===== src/rtl/stt_pkg.sv =====
// Shared types, constants and character classes of the source text tokenizer.
package stt_pkg;

  localparam int OFFSET_BITS_DEF   = 24;
  localparam int LINE_BITS_DEF     = 20;
  localparam int KEYWORD_BYTES_DEF = 6;
  localparam int QUEUE_DEPTH_DEF   = 4;

  localparam int START_W = 24;
  localparam int LEN_W   = 24;
  localparam int LINE_W  = 20;

  localparam logic [LEN_W-1:0] LEN_MAX = '1;

  typedef enum logic [3:0] {
    TK_IDENT     = 4'd0,
    TK_KEYWORD   = 4'd1,
    TK_STRING    = 4'd2,
    TK_NUMBER    = 4'd3,
    TK_COLON     = 4'd4,
    TK_LPAREN    = 4'd5,
    TK_RPAREN    = 4'd6,
    TK_LBRACE    = 4'd7,
    TK_RBRACE    = 4'd8,
    TK_PLUS      = 4'd9,
    TK_COMMA     = 4'd10,
    TK_SEMICOLON = 4'd11,
    TK_ARROW     = 4'd12,
    TK_UNKNOWN   = 4'd13,
    TK_END       = 4'd14,
    TK_UNTERM    = 4'd15
  } tok_kind_t;

  typedef enum logic [2:0] {
    MODE_IDLE  = 3'd0,
    MODE_WORD  = 3'd1,
    MODE_NUM   = 3'd2,
    MODE_STR   = 3'd3,
    MODE_MINUS = 3'd4
  } scan_mode_t;

  localparam logic [3:0] KW_NONE = 4'd9;
  localparam int         KW_COUNT = 9;

  // Keyword text, first character in the low byte
  localparam logic [47:0] KW_TEXT [KW_COUNT] = '{
    48'h000000636E66,  // fnc
    48'h00000074656C,  // let
    48'h000000726176,  // var
    48'h6E7275746572,  // return
    48'h000000676F6C,  // log
    48'h006E6C676F6C,  // logln
    48'h0000706F6F6C,  // loop
    48'h676E69727473,  // string
    48'h000000746E69   // int
  };
  localparam logic [2:0] KW_LEN [KW_COUNT] = '{
    3'd3, 3'd3, 3'd3, 3'd6, 3'd3, 3'd5, 3'd4, 3'd6, 3'd3
  };

  localparam logic [7:0] CH_NEWLINE = 8'h0A;
  localparam logic [7:0] CH_QUOTE   = 8'h22;
  localparam logic [7:0] CH_MINUS   = 8'h2D;
  localparam logic [7:0] CH_GT      = 8'h3E;
  localparam logic [7:0] CH_NUL     = 8'h00;

  typedef struct packed {
    tok_kind_t           kind;
    logic [START_W-1:0]  start;
    logic [LEN_W-1:0]    length;
    logic [3:0]          kw;
    logic [LINE_W-1:0]   line;
  } token_t;

  // All tokens caused by one word of input, in order
  typedef struct packed {
    token_t [2:0] tok;
    logic [1:0]   cnt;
  } group_t;

  function automatic logic is_alpha(input logic [7:0] c);
    return (c >= "a" && c <= "z") || (c >= "A" && c <= "Z") || c == "_";
  endfunction

  function automatic logic is_digit(input logic [7:0] c);
    return c >= "0" && c <= "9";
  endfunction

  function automatic logic is_space(input logic [7:0] c);
    return c == " " || (c >= 8'd9 && c <= 8'd13);
  endfunction

  function automatic tok_kind_t punct_kind(input logic [7:0] c);
    tok_kind_t k;
    unique case (c)
      ":":     k = TK_COLON;
      "(":     k = TK_LPAREN;
      ")":     k = TK_RPAREN;
      "{":     k = TK_LBRACE;
      "}":     k = TK_RBRACE;
      "+":     k = TK_PLUS;
      ",":     k = TK_COMMA;
      ";":     k = TK_SEMICOLON;
      default: k = TK_UNKNOWN;
    endcase
    return k;
  endfunction

endpackage


===== src/rtl/stt_fifo.sv =====
// Small register queue carrying token groups from the scanner to the output stage.
module stt_fifo #(
  parameter int WIDTH = 8,
  parameter int DEPTH = 4
) (
  input  logic             clk,
  input  logic             rst,
  input  logic             push_valid,
  output logic             push_ready,
  input  logic [WIDTH-1:0] push_data,
  output logic             pop_valid,
  input  logic             pop_ready,
  output logic [WIDTH-1:0] pop_data
);

  localparam int AW = (DEPTH > 1) ? $clog2(DEPTH) : 1;
  localparam int CW = $clog2(DEPTH + 1);
  localparam logic [AW-1:0] LAST_PTR = AW'(DEPTH - 1);
  localparam logic [CW-1:0] FULL_CNT = CW'(DEPTH);

  logic [WIDTH-1:0] mem [DEPTH];
  logic [AW-1:0]    wr_ptr;
  logic [AW-1:0]    rd_ptr;
  logic [CW-1:0]    count;
  logic             push;
  logic             pop;

  assign push_ready = count != FULL_CNT;
  assign pop_valid  = count != '0;
  assign pop_data   = mem[rd_ptr];
  assign push       = push_valid && push_ready;
  assign pop        = pop_valid && pop_ready;

  always_ff @(posedge clk) begin
    if (rst) begin
      wr_ptr <= '0;
      rd_ptr <= '0;
      count  <= '0;
    end else begin
      if (push) begin
        wr_ptr <= (wr_ptr == LAST_PTR) ? '0 : wr_ptr + 1'b1;
      end
      if (pop) begin
        rd_ptr <= (rd_ptr == LAST_PTR) ? '0 : rd_ptr + 1'b1;
      end
      if (push && !pop) begin
        count <= count + 1'b1;
      end else if (pop && !push) begin
        count <= count - 1'b1;
      end
    end
  end

  always_ff @(posedge clk) begin
    if (push) begin
      mem[wr_ptr] <= push_data;
    end
  end

endmodule


===== src/rtl/stt_front.sv =====
// Scanner: takes one byte a cycle while the queue has room, tracks tokens, builds groups.
module stt_front #(
  parameter int OFFSET_BITS   = stt_pkg::OFFSET_BITS_DEF,
  parameter int LINE_BITS     = stt_pkg::LINE_BITS_DEF,
  parameter int KEYWORD_BYTES = stt_pkg::KEYWORD_BYTES_DEF
) (
  input  logic            clk,
  input  logic            rst,
  input  logic            in_valid,
  output logic            in_ready,
  input  logic [7:0]      text_byte,
  input  logic            final_byte,
  output logic            push_valid,
  input  logic            push_ready,
  output stt_pkg::group_t push_data
);

  localparam logic [OFFSET_BITS-1:0] OFFSET_MAX = '1;
  localparam logic [LINE_BITS-1:0]   LINE_MAX   = '1;
  localparam logic [LINE_BITS-1:0]   LINE_FIRST = LINE_BITS'(1);

  stt_pkg::scan_mode_t                mode, mode_next;
  logic [OFFSET_BITS-1:0]             offset, offset_next;
  logic [LINE_BITS-1:0]               line, line_next;
  logic [OFFSET_BITS-1:0]             pstart, pstart_next;
  logic [stt_pkg::LEN_W-1:0]          plen, plen_next;
  logic [KEYWORD_BYTES-1:0][7:0]      wbuf, wbuf_ext, wbuf_next;
  logic [stt_pkg::LEN_W-1:0]          plen_ext;
  logic [3:0]                         kw_ext;
  logic                               accept;
  logic                               cont_word;
  logic                               start_new;
  logic                               nz;
  stt_pkg::token_t                    tk [3];
  logic [1:0]                         n;

  function automatic logic [3:0] kw_match(input logic [KEYWORD_BYTES-1:0][7:0] b,
                                          input logic [stt_pkg::LEN_W-1:0] len);
    logic [3:0] r;
    logic       hit;
    r = stt_pkg::KW_NONE;
    for (int i = 0; i < stt_pkg::KW_COUNT; i++) begin
      hit = len == stt_pkg::LEN_W'(stt_pkg::KW_LEN[i]);
      for (int j = 0; j < 6; j++) begin
        if (j < int'(stt_pkg::KW_LEN[i]) && b[j] != stt_pkg::KW_TEXT[i][8*j +: 8]) begin
          hit = 1'b0;
        end
      end
      if (hit) begin
        r = 4'(i);
      end
    end
    return r;
  endfunction

  function automatic stt_pkg::token_t mk_tok(input stt_pkg::tok_kind_t kind,
                                             input logic [OFFSET_BITS-1:0] start,
                                             input logic [stt_pkg::LEN_W-1:0] len,
                                             input logic [3:0] kw,
                                             input logic [LINE_BITS-1:0] ln);
    stt_pkg::token_t t;
    t.kind   = kind;
    t.start  = stt_pkg::START_W'(start);
    t.length = len;
    t.kw     = kw;
    t.line   = stt_pkg::LINE_W'(ln);
    return t;
  endfunction

  assign accept   = in_valid && in_ready;
  assign in_ready = push_ready;
  assign nz       = text_byte != stt_pkg::CH_NUL;

  // Word buffer and length as they stand once a continuing word byte is taken
  always_comb begin
    cont_word = accept && nz && mode == stt_pkg::MODE_WORD &&
                (stt_pkg::is_alpha(text_byte) || stt_pkg::is_digit(text_byte));
    wbuf_ext  = wbuf;
    plen_ext  = plen;
    if (cont_word) begin
      for (int j = 0; j < KEYWORD_BYTES; j++) begin
        if (plen == stt_pkg::LEN_W'(j)) begin
          wbuf_ext[j] = text_byte;
        end
      end
      if (plen != stt_pkg::LEN_MAX) begin
        plen_ext = plen + 1'b1;
      end
    end
    kw_ext = kw_match(wbuf_ext, plen_ext);
  end

  always_comb begin
    mode_next   = mode;
    offset_next = offset;
    line_next   = line;
    pstart_next = pstart;
    plen_next   = plen_ext;
    wbuf_next   = wbuf_ext;
    start_new   = 1'b0;
    n           = 2'd0;
    for (int i = 0; i < 3; i++) begin
      tk[i] = '0;
    end

    if (accept) begin
      if (nz) begin
        unique case (mode)
          stt_pkg::MODE_STR: begin
            if (text_byte == stt_pkg::CH_QUOTE) begin
              tk[n] = mk_tok(stt_pkg::TK_STRING, pstart, plen, stt_pkg::KW_NONE, line);
              n = n + 1'b1;
              mode_next = stt_pkg::MODE_IDLE;
            end else begin
              if (plen != stt_pkg::LEN_MAX) begin
                plen_next = plen + 1'b1;
              end
              if (text_byte == stt_pkg::CH_NEWLINE && line != LINE_MAX) begin
                line_next = line + 1'b1;
              end
            end
          end
          stt_pkg::MODE_WORD: begin
            if (!cont_word) begin
              tk[n] = mk_tok((kw_ext == stt_pkg::KW_NONE) ? stt_pkg::TK_IDENT
                                                          : stt_pkg::TK_KEYWORD,
                             pstart, plen, kw_ext, line);
              n = n + 1'b1;
              start_new = 1'b1;
            end
          end
          stt_pkg::MODE_NUM: begin
            if (stt_pkg::is_digit(text_byte)) begin
              if (plen != stt_pkg::LEN_MAX) begin
                plen_next = plen + 1'b1;
              end
            end else begin
              tk[n] = mk_tok(stt_pkg::TK_NUMBER, pstart, plen, stt_pkg::KW_NONE, line);
              n = n + 1'b1;
              start_new = 1'b1;
            end
          end
          stt_pkg::MODE_MINUS: begin
            if (text_byte == stt_pkg::CH_GT) begin
              tk[n] = mk_tok(stt_pkg::TK_ARROW, pstart, stt_pkg::LEN_W'(2),
                             stt_pkg::KW_NONE, line);
              n = n + 1'b1;
              mode_next = stt_pkg::MODE_IDLE;
            end else begin
              tk[n] = mk_tok(stt_pkg::TK_UNKNOWN, pstart, stt_pkg::LEN_W'(1),
                             stt_pkg::KW_NONE, line);
              n = n + 1'b1;
              start_new = 1'b1;
            end
          end
          default: start_new = 1'b1;
        endcase

        // Classify the byte as the first of a new token
        if (start_new) begin
          mode_next = stt_pkg::MODE_IDLE;
          if (stt_pkg::is_space(text_byte)) begin
            if (text_byte == stt_pkg::CH_NEWLINE && line != LINE_MAX) begin
              line_next = line + 1'b1;
            end
          end else if (stt_pkg::is_alpha(text_byte)) begin
            mode_next    = stt_pkg::MODE_WORD;
            pstart_next  = offset;
            plen_next    = stt_pkg::LEN_W'(1);
            wbuf_next[0] = text_byte;
          end else if (stt_pkg::is_digit(text_byte)) begin
            mode_next   = stt_pkg::MODE_NUM;
            pstart_next = offset;
            plen_next   = stt_pkg::LEN_W'(1);
          end else if (text_byte == stt_pkg::CH_QUOTE) begin
            mode_next   = stt_pkg::MODE_STR;
            pstart_next = (offset != OFFSET_MAX) ? offset + 1'b1 : offset;
            plen_next   = '0;
          end else if (text_byte == stt_pkg::CH_MINUS) begin
            mode_next   = stt_pkg::MODE_MINUS;
            pstart_next = offset;
            plen_next   = stt_pkg::LEN_W'(1);
          end else begin
            tk[n] = mk_tok(stt_pkg::punct_kind(text_byte), offset, stt_pkg::LEN_W'(1),
                           stt_pkg::KW_NONE, line);
            n = n + 1'b1;
          end
        end

        if (offset != OFFSET_MAX) begin
          offset_next = offset + 1'b1;
        end
      end

      // End of text: flush what is pending, then return to the reset state
      if (!nz || final_byte) begin
        if (mode_next == stt_pkg::MODE_STR) begin
          tk[n] = mk_tok(stt_pkg::TK_UNTERM, pstart_next, plen_next, stt_pkg::KW_NONE,
                         line_next);
          n = n + 1'b1;
        end else begin
          if (mode_next == stt_pkg::MODE_WORD) begin
            // a word begun by this very byte has length one and is no keyword
            tk[n] = mk_tok((start_new || kw_ext == stt_pkg::KW_NONE) ? stt_pkg::TK_IDENT
                                                                     : stt_pkg::TK_KEYWORD,
                           pstart_next, plen_next,
                           start_new ? stt_pkg::KW_NONE : kw_ext, line_next);
            n = n + 1'b1;
          end else if (mode_next == stt_pkg::MODE_NUM) begin
            tk[n] = mk_tok(stt_pkg::TK_NUMBER, pstart_next, plen_next, stt_pkg::KW_NONE,
                           line_next);
            n = n + 1'b1;
          end else if (mode_next == stt_pkg::MODE_MINUS) begin
            tk[n] = mk_tok(stt_pkg::TK_UNKNOWN, pstart_next, stt_pkg::LEN_W'(1),
                           stt_pkg::KW_NONE, line_next);
            n = n + 1'b1;
          end
          tk[n] = mk_tok(stt_pkg::TK_END, offset_next, '0, stt_pkg::KW_NONE, line_next);
          n = n + 1'b1;
        end
        mode_next   = stt_pkg::MODE_IDLE;
        offset_next = '0;
        line_next   = LINE_FIRST;
        pstart_next = '0;
        plen_next   = '0;
      end
    end

    push_valid = accept && n != 2'd0;
    for (int i = 0; i < 3; i++) begin
      push_data.tok[i] = tk[i];
    end
    push_data.cnt = n;
  end

  always_ff @(posedge clk) begin
    if (rst) begin
      mode   <= stt_pkg::MODE_IDLE;
      offset <= '0;
      line   <= LINE_FIRST;
      pstart <= '0;
      plen   <= '0;
    end else begin
      mode   <= mode_next;
      offset <= offset_next;
      line   <= line_next;
      pstart <= pstart_next;
      plen   <= plen_next;
    end
  end

  always_ff @(posedge clk) begin
    wbuf <= wbuf_next;
  end

endmodule


===== src/rtl/stt_back.sv =====
// Output stage: unpacks groups, registers one token a cycle out while out_ready is high.
module stt_back (
  input  logic                         clk,
  input  logic                         rst,
  input  logic                         pop_valid,
  output logic                         pop_ready,
  input  stt_pkg::group_t              pop_data,
  output logic                         out_valid,
  input  logic                         out_ready,
  output logic [3:0]                   token_kind,
  output logic [stt_pkg::START_W-1:0]  token_start,
  output logic [stt_pkg::LEN_W-1:0]    token_length,
  output logic [3:0]                   keyword_code,
  output logic [stt_pkg::LINE_W-1:0]   line_number,
  output logic                         run_last
);

  logic [1:0]      sel;
  logic            load;
  logic            last;
  stt_pkg::token_t cur;

  assign load      = pop_valid && (!out_valid || out_ready);
  assign cur       = pop_data.tok[sel];
  assign last      = sel == 2'(pop_data.cnt - 2'd1);
  // release the group once its final token is loaded
  assign pop_ready = load && last;

  always_ff @(posedge clk) begin
    if (rst) begin
      out_valid <= 1'b0;
      sel       <= '0;
    end else begin
      if (load) begin
        out_valid <= 1'b1;
        sel       <= last ? 2'd0 : sel + 1'b1;
      end else if (out_ready) begin
        out_valid <= 1'b0;
      end
    end
  end

  always_ff @(posedge clk) begin
    if (load) begin
      token_kind   <= cur.kind;
      token_start  <= cur.start;
      token_length <= cur.length;
      keyword_code <= cur.kw;
      line_number  <= cur.line;
      run_last     <= last;
    end
  end

endmodule


===== src/rtl/source_text_tokenizer.sv =====
// Top level of the source text tokenizer: scanner, token queue and output stage.
// A byte is taken in every cycle in which in_ready is high; in_ready drops only when
// the token queue (QUEUE_DEPTH groups, one group per byte that yields tokens) is full.
// Tokens leave through a registered output at one per cycle while out_ready is high, so
// a byte that yields several tokens (up to three: a closed token, a mark and the end
// token) holds the output stage until all are handed on; bytes yielding one token or
// none stream at one byte a cycle while out_ready is high. When nothing waits, the first
// token of a byte goes into the token queue and is then loaded into the output register.
module source_text_tokenizer #(
  parameter int OFFSET_BITS   = stt_pkg::OFFSET_BITS_DEF,
  parameter int LINE_BITS     = stt_pkg::LINE_BITS_DEF,
  parameter int KEYWORD_BYTES = stt_pkg::KEYWORD_BYTES_DEF,
  parameter int QUEUE_DEPTH   = stt_pkg::QUEUE_DEPTH_DEF
) (
  input  logic                         clk,
  input  logic                         rst,
  input  logic                         in_valid,
  output logic                         in_ready,
  input  logic [7:0]                   text_byte,
  input  logic                         final_byte,
  output logic                         out_valid,
  input  logic                         out_ready,
  output logic [3:0]                   token_kind,
  output logic [stt_pkg::START_W-1:0]  token_start,
  output logic [stt_pkg::LEN_W-1:0]    token_length,
  output logic [3:0]                   keyword_code,
  output logic [stt_pkg::LINE_W-1:0]   line_number,
  output logic                         run_last
);

  localparam int GW = $bits(stt_pkg::group_t);

  logic            push_valid;
  logic            push_ready;
  stt_pkg::group_t push_data;
  logic            pop_valid;
  logic            pop_ready;
  logic [GW-1:0]   pop_bits;

  stt_front #(
    .OFFSET_BITS   (OFFSET_BITS),
    .LINE_BITS     (LINE_BITS),
    .KEYWORD_BYTES (KEYWORD_BYTES)
  ) u_front (
    .clk        (clk),
    .rst        (rst),
    .in_valid   (in_valid),
    .in_ready   (in_ready),
    .text_byte  (text_byte),
    .final_byte (final_byte),
    .push_valid (push_valid),
    .push_ready (push_ready),
    .push_data  (push_data)
  );

  stt_fifo #(
    .WIDTH (GW),
    .DEPTH (QUEUE_DEPTH)
  ) u_fifo (
    .clk        (clk),
    .rst        (rst),
    .push_valid (push_valid),
    .push_ready (push_ready),
    .push_data  (push_data),
    .pop_valid  (pop_valid),
    .pop_ready  (pop_ready),
    .pop_data   (pop_bits)
  );

  stt_back u_back (
    .clk          (clk),
    .rst          (rst),
    .pop_valid    (pop_valid),
    .pop_ready    (pop_ready),
    .pop_data     (stt_pkg::group_t'(pop_bits)),
    .out_valid    (out_valid),
    .out_ready    (out_ready),
    .token_kind   (token_kind),
    .token_start  (token_start),
    .token_length (token_length),
    .keyword_code (keyword_code),
    .line_number  (line_number),
    .run_last     (run_last)
  );

endmodule


===== config.mk =====
export PLATFORM = sky130hd
export DESIGN_NAME = source_text_tokenizer
export DESIGN_NICKNAME = d
export VERILOG_FILES = /design/src/rtl/stt_pkg.sv /design/src/rtl/stt_fifo.sv /design/src/rtl/stt_front.sv /design/src/rtl/stt_back.sv /design/src/rtl/source_text_tokenizer.sv
export SDC_FILE = /design/constraint.sdc
export NUM_CORES = 2
export LEC_CHECK = 0
export BUFFER_PORTS_ARGS = -buffer_cell sky130_fd_sc_hd__clkbuf_2
export CAP_MARGIN = 15
export CELL_PAD_IN_SITES_DETAIL_PLACEMENT = 0
export CELL_PAD_IN_SITES_GLOBAL_PLACEMENT = 1
export CORE_MARGIN = 8
export CORE_UTILIZATION = 57
export CTS_CLUSTER_DIAMETER = 120
export DETAILED_ROUTE_END_ITERATION = 6
export PLACE_DENSITY = 0.95
export SYNTH_ARGS = -nofsm -noshare
export SYNTH_HDL_FRONTEND = slang
export SYNTH_SLANG_ARGS = --single-unit

===== constraint.sdc =====
create_clock -name clk -period 15.7 [get_ports clk]
set_clock_uncertainty 0.05 [all_clocks]
set_input_delay 0 -clock clk [delete_from_list [all_inputs] [get_ports clk]]
set_output_delay 0 -clock clk [all_outputs]
set_load 0.01 [all_outputs]

# Word-level counts from Yosys, hierarchy flattened
# Memories as Yosys holds them, arrays and structs flattened. A register that Yosys moved wholly into a read port is not among the register bits.
# Cells that the tools add are included.
# word_totals
ff_bits	230
latch_bits	0
mem_bits_rw	920
romBits	0
mem_count	1
# op_classes
addsub	12
mul	0
n_div	0
order_cmp	15
n_eq_ne	63
shift	0
muxes	198
bitwise	3
n_reduce_logical	36
# mem_list
name	words	width	read_ports	rd_ports_with_merged_regs	wr	line_no	source
u_fifo.mem	4	230	1	1	1	stt_fifo.sv:21	logic [WIDTH-1:0] mem [DEPTH];
# op_table
cell	count
2-to-1 mux 228 bit	17
bitwise mux 228 bit	6
2-to-1 mux 24 bit	28
2-to-1 mux 76 bit	7
demux 76 bit (select 2 bit)	3
case mux 76 bit (4 select lines)	1
!= test 8 x 7 -> 1 bit, second input constant	24
2-to-1 mux 20 bit	9
binary-select mux 76 bit (select 2 bit)	1
2-to-1 mux 74 bit	2
== test 24 x 3 -> 1 bit, second input constant	5
2-to-1 mux 8 bit	11
== test 8 x 6 -> 1 bit, second input constant	10
2-to-1 mux 73 bit	1
== test 24 x 2 -> 1 bit, second input constant	3
2-to-1 mux 4 bit	18
2-to-1 mux 1 bit	51
adder 24 x 1 -> 24 bit, second input constant	2
2-to-1 mux 2 bit	24
2-to-1 mux 48 bit	1
!= test 24 bit, second input constant	2
case mux 24 bit (2 select lines)	1
2-to-1 mux 3 bit	13
case mux 4 bit (8 select lines)	1
other kinds (36)	86

# Depth between registers and ports, before layout
# logic_depth
depth_word	46
ltp_mapped	27
mapped_depth_nobuf	22

# Hierarchy
# From an unflattened synthesis, not the netlist that was laid out.
# unflattened
cells_unflattened	4101
area_unflattened_um2	54184.5
# modules_own_cells
mod	instances	cells_each	area_per_inst_um2	seq_area_each_um2
stt_fifo	1	1250	33682.3	27806.7
stt_front	1	2496	16398.2	2862.7
stt_back	1	355	4103.9	2372.3

# Least setup slack after synthesis
# OpenSTA, ideal clock, no wires.
# synth_timing
kind	reg-to-reg
startpoint	register u_fifo.count[0]
endpoint	memory u_fifo.mem[0][0] (netlist name), enable pin
t_arrival_ps	9022
required_ps	15030
path_slack_ps	6009
path_stages_with_launch	22
path_buffers	4
period_less_slack_ps	9691
path_cell_list	dfxtp_1 or3b_4 and3_1 buf_6 nand2_4 o21ai_2 buf_6 and2_1 buf_2 inv_1 clkbuf_1 ha_1 a41o_1 inv_1 ha_1 nand2_1 a21boi_0 ha_1 mux2i_1 a21o_1 nand2_1 and2_1
# synth_via
elab_chain_cells	34
elab_cells_between_ends	45
# synth_lines
item	line_no	source
start, declared	stt_fifo.sv:24	logic [CW-1:0] count;
start signal, assigned	stt_fifo.sv:47	count <= count + 1'b1;
start signal, assigned	stt_fifo.sv:49	count <= count - 1'b1;
!= test 3 bit *	stt_fifo.sv:28	assign push_ready = count != FULL_CNT;
via in_ready	source_text_tokenizer.sv:18	output logic in_ready,
logical AND 1 bit	stt_front.sv:70	assign accept = in_valid && in_ready;
logical AND 1 bit (3 in series)	stt_front.sv:76	cont_word = accept && nz && mode == stt_pkg::MODE_WORD &&
2-to-1 mux 1 bit	stt_front.sv:124	if (!cont_word) begin
case mux 2 bit (4 select lines)	stt_front.sv:108	unique case (mode)
2-to-1 mux 2 bit	stt_front.sv:107	if (nz) begin
2-to-1 mux 2 bit	stt_front.sv:106	if (accept) begin
(+18 left out)	--	
2-to-1 mux 2 bit	stt_front.sv:196	if (!nz || final_byte) begin
2-to-1 mux 2 bit	stt_front.sv:106	
nonzero test 2 bit	stt_front.sv:229	push_valid = accept && n != 2'd0;
logical AND 1 bit	stt_front.sv:229	
logical AND 1 bit *	stt_fifo.sv:31	assign push = push_valid && push_ready;
via u_fifo.push	stt_fifo.sv:25	logic push;
2-to-1 mux 1 bit *	stt_fifo.sv:55	if (push) begin
2-to-1 mux 1 bit (implied by the code) *	stt_fifo.sv:56	mem[wr_ptr] <= push_data;
end, declared	stt_fifo.sv:21	
# Mark *: on every way through the listed nets, which the timed path passes. The rest lies on a longest branch. The select of a mux whose other input is x is not followed.

# Worst setup path after layout
# layout_timing
startpoint	input text_byte[1]
endpoint	memory u_fifo.mem[0][140] (netlist name), enable pin
# layout_via
elab_chain_cells	35
elab_cells_between_ends	79
# layout_lines
item	line_no	source
start, declared	source_text_tokenizer.sv:19	input logic [7:0] text_byte,
greater-or-equal comparator 8 x 7 -> 1 bit or <= comparator 8 x 7 -> 1 bit (tied branches)	stt_pkg.sv:82	return (c >= "a" && c <= "z") || (c >= "A" && c <= "Z") || c == "_";
logical AND 1 bit	stt_pkg.sv:82	
logical OR 1 bit (2 in series)	stt_pkg.sv:82	
logical OR 1 bit	stt_front.sv:77	(stt_pkg::is_alpha(text_byte) || stt_pkg::is_digit(text_byte));
logical AND 1 bit	stt_front.sv:76	
2-to-1 mux 1 bit	stt_front.sv:124	
case mux 2 bit (4 select lines)	stt_front.sv:108	
2-to-1 mux 2 bit	stt_front.sv:107	
(+19 left out)	--	
2-to-1 mux 2 bit *	stt_front.sv:196	
2-to-1 mux 2 bit *	stt_front.sv:106	
nonzero test 2 bit *	stt_front.sv:229	
logical AND 1 bit *	stt_front.sv:229	
logical AND 1 bit *	stt_fifo.sv:31	
via u_fifo.push	stt_fifo.sv:25	
2-to-1 mux 1 bit *	stt_fifo.sv:55	
2-to-1 mux 1 bit (implied by the code) *	stt_fifo.sv:56	
# Marked as above.

==> results.md <==
Run status:
- The flow ran to the end, and the final reports show no timing, DRC or antenna violations.

Placement:
- The wire-length estimate of the detail-placed layout is 95.5 mm.
- The number of buffers added on ports is 91.
- The area of placed instances is 54,800 um2.
- The routability congestion estimate from global placement is 1.02.

Timing:
- The count of endpoints failing hold in the final timing report is 0.
- The count of final setup violators is 0.
- The worst slew margin relative to its limit is 17.5%.
- At the pin with the least slew margin, the transition time is 1.23 ns.
- The final clock period utilization by the worst path is 51.8%.
- The worst path needs 8.13 ns of the cycle, external delays included.
- Static timing analysis puts the maximum clock frequency at 123 MHz.
- Setup repair after global routing left no endpoint under its margin.
- The worst hold-check slack is 0.184 ns.
- The final number of max-transition violations is 0.
- Setup total negative slack on the finished layout was measured at 0 ns.

Worst setup path:
- The type of the worst setup path is in -> reg.
- The worst register-to-register path ends at u_fifo.mem[0][140].
- The worst setup path is captured at a register.
- The worst reg2reg path depth is 20.
- The minimum setup slack among reg-to-reg paths is 7.76 ns.
- STA puts the critical path data required time at 15.96 ns.
- The worst setup path is launched from an input port.
- The critical path arrival is 8.39 ns.
- The worst register-to-register path begins at u_front.mode[0].
- Of all nets on the critical path, the largest fanout is 77.

Synth:
- The number of nets handed over by synthesis was 4,051.
- The share of synthesized area occupied by flip-flops and latches is 61.5%.
- The cell count after synthesis is 4,018.
- The count of flip-flops with a built-in enable after synthesis is 993.
- Synthesis inferred 1,148 register bits.
- The most used flip-flop cell after synthesis is sky130_fd_sc_hd__edfxtp_1.
- The async set-reset flop share out of synthesis is 0%.
- The Yosys step of the flow raised 0 warnings.
- Yosys mapped the design onto 120 distinct sky130hd cell types.
- The netlist area before placement is 53,500 um2.
- Averaged over all synthesized cells, the footprint is 13.3 um2.

Final layout:
- The summed area of non-filler cells in the final layout is 58,800 um2.
- The top cell types in the final layout, fill and taps aside, are sky130_fd_sc_hd__edfxtp_1 (993), sky130_fd_sc_hd__nor2_1 (362), sky130_fd_sc_hd__nand2_1 (355), sky130_fd_sc_hd__mux4_2 (229), sky130_fd_sc_hd__o21ai_0 (207).
- Once layout is complete, the utilization of the core stands at 63.0%.
- The net count of the finished layout is 4,016.
- The commonest non-fill, non-tap cell in the layout is sky130_fd_sc_hd__edfxtp_1.
- The area overhead of the layout relative to synthesis is 9.82%.
- The share of cells above drive strength 1 is 17.9%.

Global routing:
- The total global-route track usage is 29.2%.
- The global-route wire length before repair is 231 mm.
- The number of antenna violations at the first check in global routing is 4.
- The total grt overflow is 0.
- Entering global routing, the biggest net connects 146 pins.
- The via count of the first global-routing pass came to 36,000.

Die:
- The die covers 104,000 um2.
- The number of placement rows is 112.
- The core region is 93,200 um2.
- Measured along the y axis, the die boundary spans 322 um.
- The die is 322 um wide.
- The I/O pin count is 92.
- The initial core utilization is 57.4%.

Clock tree:
- The number of clock buffers added by TritonCTS is 111.
- Post-CTS repair changed the size of 0 cells.
- The maximum number of buffers from clock root to sink is 3.
- The clock tree root buffer cell is sky130_fd_sc_hd__clkbuf_16.
- The count of H-tree levels built during CTS is 3.
- Buffers inserted to repair hold after CTS numbered 11.
- The source-to-sink clock delay at the later pin of the worst-skew pair is 0.71 ns.
- The TritonCTS clock tree is built.
- The post-CTS setup buffer count is 0.
- The number of sinks handled by clock tree synthesis is 1,148.
- After clock tree synthesis, the clock-pin slew on the worst setup and hold paths is 0.06 ns.

Power:
- For this design the ratio of total power to cell area is 149 nW/um2.
- Across the VDD grid, the largest voltage drop is 90.3 uV.
- For this design the static power due to leakage is 18.8 nW.
- The completed layout was analyzed and its total power is 0.00873 W.

Detailed routing:
- The routed via count divided by cell count is 6.99.
- The met3 routed wirelength is 17.7 mm.
- The number of DRC markers in iteration 0 is 5,864.
- The routed layout has 37,300 vias.
- The uppermost layer routed is met5.
- The total routed wirelength is 155 mm.
- In the detailed route, the total length drawn on met2 is 71.6 mm.
- In the routed design, unresolved DRC markers number 0.
- The final antenna-violating net count is 0.
- The number of iterations in the first detailed-routing pass is 7.
- Dividing the detail-routed wire length by the instance count gives 29.1 um.
- For this block, wires on met1 add up to 58.4 mm.

Job:
- The reported max-cap violation count is 0.

Min path:
- The cell count of the worst hold path is 3.
- The worst hold path begins at final_byte.
- The worst hold path belongs to the class in -> reg.
- The path with the worst hold slack has its endpoint at u_fifo.mem[3][53].
-- metrics by stage --
stage               std cells  worst slack (ns)
floorplan                4018              6.01
global placement         5109              7.89
detailed placement       5110              7.70
CTS                      5329              7.84
global route             5332              7.23
finish                   5333              7.57
-- worst max-delay path, cell delays in order --
cell,delay (ns)
sky130_fd_sc_hd__dlygate4sd3_1,0.55
sky130_fd_sc_hd__clkbuf_2,0.40
sky130_fd_sc_hd__and4b_1,0.35
sky130_fd_sc_hd__nor3_2,0.28
sky130_fd_sc_hd__o31a_2,0.74
sky130_fd_sc_hd__o21ai_2,0.37
sky130_fd_sc_hd__a21oi_4,0.40
sky130_fd_sc_hd__a21o_1,0.57
sky130_fd_sc_hd__a21oi_4,0.10
sky130_fd_sc_hd__nor2_1,0.68
sky130_fd_sc_hd__a21boi_0,0.33
sky130_fd_sc_hd__ha_1,0.37
sky130_fd_sc_hd__mux2i_1,0.07
sky130_fd_sc_hd__a21o_1,0.23
sky130_fd_sc_hd__nand2_1,0.20
sky130_fd_sc_hd__and2_4,0.67
sky130_fd_sc_hd__buf_4,0.97
sky130_fd_sc_hd__buf_4,0.91
-- state kept, by name, indices dropped and copies added (netlist names), 2 cells and up, named ones only --
name,count
u_front.wbuf,48
u_back.sel,2
u_back.token_length,24
u_back.keyword_code,4
u_front.plen,24
u_back.line_number,20
u_back.token_start,24
u_front.offset,24
u_back.token_kind,4
u_front.line,20
u_fifo.wr_ptr,2
u_fifo.rd_ptr,2
u_fifo.count,3
u_front.mode,3
u_front.pstart,24
u_fifo.mem,916
-- power by group --
group	total (W)	switching (W)	internal, W	leakage, nW
logic	0.00196	0.00124	0.000716	6.32
registers	0.00400	0.000184	0.00381	10.6
clock network	0.00277	0.00116	0.00161	1.88
-- synthesized netlist by cell type (all sizes together), types with 37 or more instances --
master  instances  area, um2
a21oi         207       1100
clkbuf        196        736
dfxtp         155       3100
nand3          91        480
xnor2          43        377
inv            41        154
and3           42        278
nand2         360       1370
nor3           82        485
nor2          367       1390
buf           122        609
o21ai         218       1110
mux2i         100       1000
mux4          229       5160
and2           37        231
a211oi         55        445
nand4          46        307
mux2           46        522
a22oi          92        691
edfxtp        993      29800
-- cell type report --
type / count / area [um2]
fill: 6614 / 34400
clock inverter: 57 / 666
multi-input combinational: 2511 / 19100
tap: 1254 / 1570
antenna: 1 / 2.50
inverter: 41 / 156
sequential: 1148 / 32900
timing repair buffer: 170 / 1130
clock buffer: 151 / 3150
-- logic make-up (layout without fill, tap and decap cells) --
group,after synthesis,after routing,share of synthesized area (%)
AND/OR/NAND/NOR,1182,1182,10.7
flip-flops,1148,1148,61.5
AO/OA/AOI/OAI,862,862,10.8
multiplexers,375,375,12.5
buffers and inverters,359,419,2.80
XOR/XNOR,72,72,1.18
adder cells (fa/ha/maj),20,20,0.482
other,0,1,0
-- worst max path at each step --
stage               slack (ns)            start                  to  depth (start not counted)
finish                    7.57     text_byte[1]  u_fifo.mem[0][140]                         18
CTS                       7.84     text_byte[1]  u_fifo.mem[0][126]                         18
global route              7.23     text_byte[1]  u_fifo.mem[0][216]                         18
floorplan                 6.01  u_fifo.count[0]    u_fifo.mem[0][0]                         21
detailed placement        7.70     text_byte[1]  u_fifo.mem[0][173]                         17
global placement          7.89     text_byte[1]   u_fifo.mem[0][20]                         21
-- routing by layer --
| metal | vias up | track usage (%) |
|---|---|---|
| li1 | 15500 | - |
| met1 | 18400 | 39.7 |
| met2 | 2769 | 45.6 |
| met3 | 526 | 5.94 |
| met4 | 6 | 13.4 |
| met5 | - | 0 |
No activity file was read; power rests on OpenSTA's default activity.
